==> src/rtl/core/grfe_pkg.sv <==
`timescale 1ns / 1ps

package grfe_pkg;

  // fixed field widths of the item and result beats
  localparam int ACTION_W = 2;
  localparam int ADDR_W   = 13;
  localparam int VALUE_W  = 14;
  localparam int NODE_W   = 10;
  localparam int DEG_W    = 10;
  localparam int END_W    = 14;
  localparam int CENTRE_W = 19;
  localparam int TRI_W    = 19;
  localparam int COUNT_W  = 11;
  localparam int PTR_W    = 14;
  localparam int ROW_W    = 10;

  localparam int MAX_NODES_DEF    = 1024;
  localparam int MAX_NONZEROS_DEF = 8192;

  localparam logic [COUNT_W-1:0] NODE_COUNT_RST = 11'd1;

  localparam logic [ACTION_W-1:0] ACT_WR_PTR = 2'd0;
  localparam logic [ACTION_W-1:0] ACT_WR_ROW = 2'd1;
  localparam logic [ACTION_W-1:0] ACT_QUERY  = 2'd2;

  typedef struct packed {
    logic [ACTION_W-1:0] action;
    logic [ADDR_W-1:0]   address;
    logic [VALUE_W-1:0]  value;
  } grfe_in_t;

  typedef struct packed {
    logic [NODE_W-1:0]   node;
    logic [DEG_W-1:0]    degree;
    logic [END_W-1:0]    paths_as_end;
    logic [CENTRE_W-1:0] paths_as_centre;
    logic [TRI_W-1:0]    triangles;
    logic                bad_query;
  } grfe_out_t;

  typedef enum logic [3:0] {
    CMD_NONE,
    CMD_ACCEPT,
    CMD_OWN_LO_RD,
    CMD_OWN_HI_RD,
    CMD_OWN_SET,
    CMD_ROW_RD,
    CMD_NB_LO_RD,
    CMD_NB_HI_RD,
    CMD_NB_SET,
    CMD_NEXT_NB,
    CMD_MERGE_RD,
    CMD_MERGE_STEP,
    CMD_CENTRE,
    CMD_OUTPUT
  } grfe_cmd_t;

  typedef struct packed {
    logic query_bad;
    logic own_done;
    logic nb_out;
    logic merge_done;
  } grfe_status_t;

endpackage

==> src/rtl/core/grfe_ctrl.sv <==
`timescale 1ns / 1ps

module grfe_ctrl (
  input  logic                            clk,
  input  logic                            rst_n,
  input  logic                            start,
  input  logic [grfe_pkg::ACTION_W-1:0]   in_action,
  output logic                            busy,
  input  grfe_pkg::grfe_status_t          status,
  output grfe_pkg::grfe_cmd_t             cmd,
  output logic                            out_valid
);
  import grfe_pkg::*;

  typedef enum logic [3:0] {
    S_IDLE,
    S_OWN_A,
    S_OWN_B,
    S_OWN_C,
    S_ROW_RD,
    S_NB_A,
    S_NB_B,
    S_NB_C,
    S_MERGE_RD,
    S_MERGE_CMP,
    S_CENTRE,
    S_DONE
  } state_t;

  state_t state_r;
  state_t state_nxt;
  logic   out_valid_r;

  assign busy      = state_r != S_IDLE;
  assign out_valid = out_valid_r;

  always_comb begin
    state_nxt = state_r;
    cmd       = CMD_NONE;
    case (state_r)
      S_IDLE: begin
        if (start) begin
          cmd = CMD_ACCEPT;
          if (in_action == ACT_QUERY) begin
            state_nxt = status.query_bad ? S_DONE : S_OWN_A;
          end
        end
      end
      S_OWN_A: begin
        cmd       = CMD_OWN_LO_RD;
        state_nxt = S_OWN_B;
      end
      S_OWN_B: begin
        cmd       = CMD_OWN_HI_RD;
        state_nxt = S_OWN_C;
      end
      S_OWN_C: begin
        cmd       = CMD_OWN_SET;
        state_nxt = S_ROW_RD;
      end
      S_ROW_RD: begin
        if (status.own_done) begin
          cmd       = CMD_CENTRE;
          state_nxt = S_DONE;
        end else begin
          cmd       = CMD_ROW_RD;
          state_nxt = S_NB_A;
        end
      end
      S_NB_A: begin
        // a neighbour past the node count has an empty list
        if (status.nb_out) begin
          cmd       = CMD_NEXT_NB;
          state_nxt = S_ROW_RD;
        end else begin
          cmd       = CMD_NB_LO_RD;
          state_nxt = S_NB_B;
        end
      end
      S_NB_B: begin
        cmd       = CMD_NB_HI_RD;
        state_nxt = S_NB_C;
      end
      S_NB_C: begin
        cmd       = CMD_NB_SET;
        state_nxt = S_MERGE_RD;
      end
      S_MERGE_RD: begin
        if (status.merge_done) begin
          cmd       = CMD_NEXT_NB;
          state_nxt = S_ROW_RD;
        end else begin
          cmd       = CMD_MERGE_RD;
          state_nxt = S_MERGE_CMP;
        end
      end
      S_MERGE_CMP: begin
        cmd       = CMD_MERGE_STEP;
        state_nxt = S_MERGE_RD;
      end
      S_CENTRE: begin
        cmd       = CMD_CENTRE;
        state_nxt = S_DONE;
      end
      S_DONE: begin
        cmd       = CMD_OUTPUT;
        state_nxt = S_IDLE;
      end
      default: begin
        cmd       = CMD_NONE;
        state_nxt = S_IDLE;
      end
    endcase
  end

  always_ff @(posedge clk) begin
    if (!rst_n) begin
      state_r     <= S_IDLE;
      out_valid_r <= 1'b0;
    end else begin
      state_r     <= state_nxt;
      out_valid_r <= state_r == S_DONE;
    end
  end

  a_strobe_after_done: assert property (@(posedge clk) disable iff (!rst_n)
    out_valid_r |-> $past(state_r == S_DONE))
    else $error("result strobe without a finished query");

  a_strobe_single: assert property (@(posedge clk) disable iff (!rst_n)
    out_valid_r |=> !out_valid_r)
    else $error("result strobe held for two cycles");

  a_query_goes_busy: assert property (@(posedge clk) disable iff (!rst_n)
    (start && !busy && in_action == ACT_QUERY) |=> busy)
    else $error("accepted query did not start work");

  a_write_stays_free: assert property (@(posedge clk) disable iff (!rst_n)
    (start && !busy && in_action != ACT_QUERY) |=> !busy && !out_valid_r)
    else $error("store write blocked the block or made a result");

endmodule

==> config.mk <==
export PLATFORM = sky130hd
export DESIGN_NAME = grfe_ctrl
export DESIGN_NICKNAME = d
export VERILOG_FILES = /design/src/rtl/core/grfe_pkg.sv /design/src/rtl/core/grfe_ctrl.sv
export SDC_FILE = /design/constraint.sdc
export NUM_CORES = 1
export LEC_CHECK = 0
export ABC_CLOCK_PERIOD_IN_PS = 2900
export BUFFER_PORTS_ARGS = -buffer_cell sky130_fd_sc_hd__buf_2
export CAP_MARGIN = 5
export CORE_MARGIN = 2
export CORE_UTILIZATION = 23
export DETAILED_ROUTE_END_ITERATION = 6
export SLEW_MARGIN = 20
export SYNTH_ARGS = -nofsm -noshare
export SYNTH_HDL_FRONTEND = slang
export SYNTH_SLANG_ARGS = --single-unit
==> constraint.sdc <==
create_clock -name clk -period 2.9 [get_ports clk]
set_input_delay 0 -clock clk [delete_from_list [all_inputs] [get_ports clk]]
set_output_delay 0 -clock clk [all_outputs]
set_load 0.05 [all_outputs]
==> results of run 1 <==
-- flip-flops by register name, summed over array words and instances (netlist names) --
| signal | cells |
|---|---|
| out_valid | 1 |
| state_r | 4 |
-- stage by stage --
step            util  instance area [um^2]
3_3_place_gp   0.284                   490
2_1_floorplan      -                   422
6_report       0.305                   527
5_1_grt        0.305                   527
3_5_place_dp   0.284                   490
4_1_cts        0.305                   527
-- cell usage in the layout (no fill, tap or decap), drive strengths merged, types with 2 or more instances in the layout --
master	count
nand2	4
clkbuf	4
buf	14
a21oi	4
o21ai	5
nand2b	4
nor2b	3
o21a	2
dfxtp	5
nor2	8
-- critical path, cell delays in order (launching register included) --
cell	delay [ns]
dfxtp_1	0.63
nor2_1	0.10
or4_1	0.40
nand3_1	0.09
buf_2	0.26
-- worst min path at each step --
stage / from / end / slack [ns] / cells past startpoint
floorplan: rst_n / out_valid / 0.15 / 1
global placement: rst_n / out_valid / 0.25 / 2
detailed placement: rst_n / out_valid / 0.25 / 2
CTS: status[1] / state_r[1] / 0.22 / 4
global route: status[1] / state_r[1] / 0.25 / 4
finish: status[1] / state_r[1] / 0.22 / 4
-- cell families after synthesis --
kind of cell              share of synthesized area
AOI/OAI and AO/OA                             0.306
buffers and inverters                        0.0771
and+or+nand+nor                               0.335
xor gates and xnor gates                     0.0208
DFF                                           0.237
muxes                                        0.0237
-- metal layers --
| metal | routed length [um] | vias to the layer above | share of wire | GRT usage |
|---|---|---|---|---|
| met1 | 411 | 208 | 0.43 | 0.118 |
| met3 | 79 | 0 | 0.083 | 0.0500 |
| met2 | 459 | 23 | 0.48 | 0.134 |
| met4 | 0 | 0 | 0 | 0.0167 |
| li1 | - | 229 | - | - |
| met5 | 0 | - | 0 | 0 |
-- where the power goes --
part	total (mW)	leakage [nW]	switching [mW]	internal [mW]
Combinational	0.401	0.171	0.275	0.126
Sequential	0.152	0.0408	0.0637	0.0885
Clock	0.0820	0.0150	0.0299	0.0521
Total	0.635	0.227	0.368	0.267
-- timing repair --
item / in CTS / in global routing
gates resized for setup: 0 / 0
endpoints found under the hold margin: 1 / 0
hold buffers: 1 / 0
buffers inserted: 0 / 0
-- final cells by class --
class | count | area (um^2)
Tap cell | 25 | 31.3
Fill cell | 198 | 1200
Multi-Input combinational cell | 47 | 289
Sequential cell | 5 | 100
Clock buffer | 4 | 26.3
Timing Repair Buffer | 15 | 80.1
==> results.py, run 1 <==
metrics = {
    "critical_path": {
        "critPathArrivalTime_ns": 1.71,
        "crit_start": "state_r[1]",
        "rr_startpoint": "state_r[0]",
        "rrSetupSlack_ns": 1.55,
        "r2r-end": "state_r[1]",
        "critPathCapture": "cmd[0]",
        "r2r.worst_path.cells": 4,
        "worst-endpoint-required_ns": 2.90,
        "critical_path_class": "flip-flop to primary output",
        "end_kind": "primary output",
        "path_max_fanout": 15,
        "start_kind": "flip-flop",
    },
    "pwr": {
        "power-per-cell-area_nw_per_um2": 1210,
        "leakagePower_nw": 0.227,
        "peakVddDrop_uv": 322,
        "power.total_mw": 0.635,
    },
    "drt": {
        "routedWlPerCell_um": 9.90,
        "vias_per_cell": 4.79,
        "drtIter0Drc": 26,
        "wl_um": 950,
        "drc": 0,
        "firstDrtPassIters": 4,
        "vias": 460,
        "ant_nets": 0,
    },
    "timing": {
        "setup_viol": 0,
        "skew_ns": 0.00664,
        "layout_setup_ws_ns": 1.19,
        "setup_tns_ns": 0,
        "hold_violations": 0,
        "slew-limit-headroom": 0.665,
        "min_period_over_period": 0.590,
        "drv_slew": 0,
        "hold_slack_ns": 0.223,
        "period_needed_ns": 1.71,
        "tightest_slew_ns": 0.502,
        "fmax_mhz": 585,
        "rsz0062_at_grt": "no",
    },
    "synthesis": {
        "syn_area_um2": 422,
        "synth_flop_cell": "dfxtp_1",
        "synth_top_cell_by_area": "dfxtp_1",
        "synth_nets": 65,
        "synth_most_common_cell": "nor2_1",
        "synth_area_leaders": "dfxtp_1, nor2_1, nand2b_1, buf_6, a21oi_1",
        "synth_seq_cells": 5,
        "yosysWarnings": 0,
        "synthDominantCellAreaShare": 0.237,
        "syn_inst": 56,
        "ys_types": 28,
        "ys_seq_area_frac": 0.237,
        "avgSynthCellArea_um2": 7.53,
        "synth_enable_flop_cells": 0,
        "async_flop_share": 0,
        "netlist_top_cells_count": "nor2_1, dfxtp_1, a21oi_1, nand2_1, nand2b_1",
    },
    "floorplanning": {
        "die_area_um2": 2190,
        "dieHeight_um": 46.8,
        "coreArea_um2": 1730,
        "pin_count": 15,
        "die_w_um": 46.8,
        "std_cell_rows": 15,
        "initial_core_util": 0.244,
    },
    "place": {
        "hpwl_um": 717,
        "place_congestion": 0.734,
        "place_ws_ns": 1.45,
        "dp.cells": 91,
        "port_buffers": 14,
    },
    "global_route": {
        "grt_pass1_wl_um": 1410,
        "grt_overflow": 0,
        "grt_max_degree": 16,
        "antenna_found_initial": 0,
        "grt_pass1_vias": 337,
        "grtUsageTotal": 0.0909,
    },
    "clock_network": {
        "clock_sinks": 5,
        "cts_inserted_buffers": 3,
        "clock_path_buffers": 2,
        "clk_latency_ns": 0.24,
        "path_clk_slew_ns": 0.04,
        "cts_tree": "yes",
        "cts_max_level": 1,
        "cts_root_buf": "clkbuf_4",
    },
    "finish": {
        "fin_cells": 96,
        "fin_nets": 81,
        "final_layout_size_suffix_gt1_frac": 0.268,
        "num_antenna_cells": 0,
        "area_growth_pct": 24.9,
    },
    "run_status": {
        "outcome": "complete, no violations",
    },
    "min_path": {
        "min_path_type": "input port to flip-flop",
    },
    "job": {
        "maxCapViolCount": 0,
    },
}
Power figures use the tool's default switching activity.
==> inputs of run 2 (changes only) <==
- ABC_CLOCK_PERIOD_IN_PS: 2900 -> 1500
- clock period: 2.9 -> 1.5 ns (I/O delays scaled with it)
==> results.py, run 2 (synthesized netlist as in run 1, its figures left out) <==
metrics = {
    "floorplanning": {
        "die_w_um": 46.8,
        "initial_core_util": 0.244,
        "coreArea_um2": 1730,
        "dieHeight_um": 46.8,
        "die_area_um2": 2190,
        "std_cell_rows": 15,
        "pin_count": 15,
    },
    "critical_path": {
        "critPathArrivalTime_ns": 1.38,
        "worst-endpoint-required_ns": 1.50,
        "worstPathCellList": "or4_1, nand3_1, buf_6",
        "path_max_fanout": 13,
        "crit_buf_inv": 1,
        "cpPeakStageDelay_ns": 0.51,
        "critical_path_class": "flip-flop to primary output",
        "cp_slowest_cell": "or4_1",
        "start_kind": "flip-flop",
        "crit_family": "simple AND/OR/NAND/NOR gates",
        "end_kind": "primary output",
    },
    "timing": {
        "drv_slew": 0,
        "hold_violations": 0,
        "fmax_mhz": 723,
        "setup_viol": 0,
        "min_period_over_period": 0.922,
        "slew-limit-headroom": 0.721,
        "skew_ns": 0.00512,
        "period_needed_ns": 1.38,
        "setup_tns_ns": 0,
        "rsz0062_at_grt": "no",
        "tightest_slew_ns": 0.416,
    },
    "run_status": {
        "outcome": "complete, no violations",
    },
    "min_path": {
        "min_path_type": "input port to flip-flop",
    },
    "pwr": {
        "leakagePower_nw": 0.247,
        "peakVddDrop_uv": 522,
        "power-per-cell-area_nw_per_um2": 2370,
        "power.total_mw": 1.33,
    },
    "finish": {
        "num_antenna_cells": 0,
        "fin_cells": 99,
        "final_layout_size_suffix_gt1_frac": 0.365,
        "top_register": "state_r",
        "final_cell_mix": "buf_2, nor2_1",
        "largest_register_ffs": 4,
        "fin_nets": 84,
        "fin_area_um2": 563,
        "final_common_cell": "buf_2",
        "area_growth_pct": 33.5,
    },
    "drt": {
        "firstDrtPassIters": 5,
        "drtIter0Drc": 6,
        "vias": 467,
        "ant_nets": 0,
        "wl_um": 993,
        "vias_per_cell": 4.72,
        "drc": 0,
        "routedWlPerCell_um": 10.0,
    },
    "global_route": {
        "grt_overflow": 0,
        "grt_max_degree": 14,
        "grt_pass1_wl_um": 1550,
        "antenna_found_initial": 0,
        "grt_pass1_vias": 373,
        "grtUsageTotal": 0.0971,
    },
    "clock_network": {
        "clk_latency_ns": 0.24,
        "clock_sinks": 5,
        "cts_max_level": 1,
        "post-cts-setup-buffers": 0,
        "cts_hold_buf": 0,
        "clock_path_buffers": 2,
        "cts_tree": "yes",
        "cts_resized": 2,
        "cts_inserted_buffers": 3,
        "cts_root_buf": "clkbuf_4",
        "path_clk_slew_ns": 0.04,
    },
    "place": {
        "placed_cell_area_um2": 520,
        "port_buffers": 14,
        "dp.cells": 95,
        "place_congestion": 0.751,
        "hpwl_um": 794,
    },
    "job": {
        "maxCapViolCount": 0,
    },
}
==> run 2: cell count changes in the layout (fill, tap and decap cells not counted) <==
| cell | delta |
|---|---|
| dfxtp_1 | -4 |
| dfxtp_4 | +1 |
| dfxtp_2 | +3 |
| clkbuf_4 | +1 |
| buf_4 | +4 |
| buf_2 | -2 |
| dlygate4sd3_1 | -1 |
| buf_6 | +1 |
==> run 2: power by group <==
part	switching, mW	internal (mW)	total, mW	leakage, nW
sequential	0.0828	0.180	0.263	0.0427
clock	0.0521	0.100	0.152	0.0150
combinational	0.590	0.329	0.918	0.189
total	0.725	0.609	1.33	0.247
==> run 2: worst paths after layout <==
path	start	endpoint	slack [ns]	depth (start not counted)
setup / recovery	state_r[3]	cmd[0]	0.12	3
hold / removal	rst_n	out_valid	0.01	2
setup reg to reg	state_r[3]	state_r[0]	0.21	4
hold reg to reg	state_r[0]	state_r[2]	0.53	2
==> run 2: stage by stage <==
step,util,setup slack [ns],hold slack (ns)
2_1_floorplan,-,0.0422,0.146
3_3_place_gp,0.301,0.126,0.247
3_5_place_dp,0.301,0.104,0.262
4_1_cts,0.319,0.00369,0.0109
5_1_grt,0.326,0.0175,0.0174
6_report,0.326,0.117,0.0147
==> run 2: cell type report <==
class / count / area [um^2]
Clock buffer: 4 / 26.3
Fill cell: 192 / 1160
Timing Repair Buffer: 18 / 109
Tap cell: 25 / 31.3
Sequential cell: 5 / 108
Multi-Input combinational cell: 47 / 289
==> run 2: per-layer routing <==
| metal | up-vias | routed length, um | GRT usage |
|---|---|---|---|
| met5 | - | 0 | 0 |
| met4 | 0 | 0 | 0 |
| met3 | 0 | 56 | 0.0462 |
| met2 | 17 | 496 | 0.162 |
| met1 | 210 | 439 | 0.123 |
| li1 | 240 | - | - |
==> inputs of run 3 (changes only) <==
- ABC_AREA: not set -> 1
- ABC_CLOCK_PERIOD_IN_PS: 1500 -> 1100
- REMOVE_ABC_BUFFERS: not set -> 1
- clock period: 1.5 -> 1.1 ns (I/O delays scaled with it)
==> results.py, run 3 <==
metrics = {
    "finish": {
        "final_layout_size_suffix_gt1_frac": 0.583,
        "final_cell_mix": "nand2_1, buf_4, buf_2, nand3_1, buf_6",
        "final_core_util": 0.480,
        "num_antenna_cells": 0,
        "largest_register_ffs": 4,
        "n_fill_cell": 182,
        "ff_latch_area_um2": 115,
        "area_growth_pct": 94.2,
        "multi_input_area_um2": 357,
        "fin_area_um2": 838,
        "fin_cells": 140,
        "top_register": "state_r",
        "fin_nets": 125,
    },
    "synthesis": {
        "async_flop_share": 0,
        "syn_area_um2": 432,
        "ys_seq_area_frac": 0.232,
        "synthDominantCellAreaShare": 0.232,
        "yosysWarnings": 0,
        "synth_seq_cells": 5,
        "netlist_top_cells_count": "nand2_1, nand3_1, nor2_1, inv_1, dfxtp_1",
        "ys_types": 14,
        "avgSynthCellArea_um2": 5.68,
        "synth_enable_flop_cells": 0,
        "syn_inst": 76,
        "synth_most_common_cell": "nand2_1",
        "synth_top_cell_by_area": "dfxtp_1",
        "synth_area_leaders": "dfxtp_1, nand2_1, nand3_1, nor2_1, inv_1",
        "synth_flop_cell": "dfxtp_1",
    },
    "timing": {
        "setup_viol": 8,
        "slew-limit-headroom": 0.836,
        "rsz0062_at_grt": "yes",
        "skew_ns": 0.000584,
        "drv_slew": 0,
        "tightest_slew_ns": 0.248,
        "setup_tns_ns": -1.04,
        "period_needed_ns": 1.35,
        "hold_slack_ns": 0.0102,
        "min_period_over_period": 1.23,
        "hold_violations": 0,
        "fmax_mhz": 741,
        "layout_setup_ws_ns": -0.249,
    },
    "place": {
        "place_ws_ns": -0.113,
        "port_buffers": 14,
        "place_congestion": 0.940,
        "placed_cell_area_um2": 646,
        "dp.cells": 130,
        "hpwl_um": 1080,
    },
    "pwr": {
        "power-per-cell-area_nw_per_um2": 3190,
        "leakagePower_nw": 0.451,
        "power.total_mw": 2.67,
        "peakVddDrop_uv": 1440,
    },
    "critical_path": {
        "critical_path_class": "flip-flop to primary output",
        "cp_slowest_cell": "dfxtp_4",
        "end_kind": "primary output",
        "critPathArrivalTime_ns": 1.35,
        "worst-endpoint-required_ns": 1.10,
        "start_kind": "flip-flop",
        "worstPathCellList": "inv_4, nor2_4, nand3b_1, nand2_1, inv_2, nand4_1, buf_6",
        "cpPeakStageDelay_ns": 0.36,
        "path_max_fanout": 7,
    },
    "clock_network": {
        "cts_max_level": 1,
        "path_clk_slew_ns": 0.04,
        "cts_tree": "yes",
        "clk_latency_ns": 0.24,
        "clock_sinks": 5,
        "cts_inserted_buffers": 3,
        "clock_path_buffers": 2,
        "cts_root_buf": "clkbuf_4",
    },
    "drt": {
        "vias_per_cell": 4.61,
        "wl_um": 1610,
        "drc": 0,
        "routedWlPerCell_um": 11.5,
        "drtIter0Drc": 11,
        "ant_nets": 0,
        "firstDrtPassIters": 4,
        "vias": 646,
    },
    "global_route": {
        "grt_pass1_vias": 612,
        "antenna_found_initial": 0,
        "grt_overflow": 0,
        "grt_max_degree": 9,
        "grt_pass1_wl_um": 2370,
        "grtUsageTotal": 0.150,
    },
    "floorplanning": {
        "dieHeight_um": 47.3,
        "pin_count": 15,
        "std_cell_rows": 15,
        "coreArea_um2": 1750,
        "die_w_um": 47.3,
        "die_area_um2": 2240,
        "initial_core_util": 0.247,
    },
    "run_status": {
        "outcome": "finished, violations left",
        "violations": "negative setup slack",
    },
    "min_path": {
        "min_path_type": "input port to flip-flop",
    },
    "job": {
        "maxCapViolCount": 0,
    },
}
==> run 3: cell count changes after synthesis, sizes merged, moves of 3 or more <==
| cell | change |
|---|---|
| nor2 | +6 |
| nand3 | +10 |
| nor2b | -3 |
| nand2b | -4 |
| o21ai | -4 |
| a21oi | -3 |
| buf | -4 |
| inv | +10 |
| nand4 | +3 |
| nand3b | +3 |
| nand2 | +21 |
==> run 3: layout make-up <==
cell class              instances  share of cell area
clock buffers                   4              0.0313
inverters                      10              0.0507
well taps                      25              0.0373
flip-flops and latches          5               0.137
repair buffers                 35               0.318
multi-input cells              61               0.425
==> run 3: path summary, 6_finish.rpt <==
kind	slack, ns	from	depth (start not counted)	endpoint
worst max-delay path	-0.25	state_r[2]	7	cmd[2]
worst min-delay path	0.01	rst_n	3	state_r[2]
worst max register to register	-0.03	state_r[2]	8	state_r[2]
worst min register to register	0.63	state_r[0]	3	out_valid
==> run 3: layer usage <==
layer	up-vias	global-route usage	part of all wire
met5	-	0	0
li1	324	-	-
met3	3	0.0231	0.038
met1	300	0.173	0.42
met4	0	0.0500	0.0087
met2	19	0.278	0.53
==> run 3: what timing repair did <==
action                     CTS  global route
setup endpoints to repair    9             9
resized for setup           34            14
buffers inserted             7             3
hold buffers                 0             0
pin swaps                   11            12
==> run 3: critical path, delay by kind of cell (launching register included) <==
family | cells | cell delay, ns
AND/OR/NAND/NOR | 4 | 0.49
flip-flops | 1 | 0.36
buffers and inverters | 3 | 0.26
==> run 3: cells by family after synthesis <==
group,after synthesis,synth area share
AND/OR/NAND/NOR,58,0.632
buffers and inverters,10,0.0869
AO/OA/AOI/OAI,3,0.0493
flip-flops,5,0.232
==> run 3: power by group <==
group | switching [mW] | internal (mW) | total (mW)
registers | 0.103 | 0.260 | 0.363
logic | 1.21 | 0.891 | 2.10
clock network | 0.0724 | 0.137 | 0.209
total | 1.39 | 1.29 | 2.67
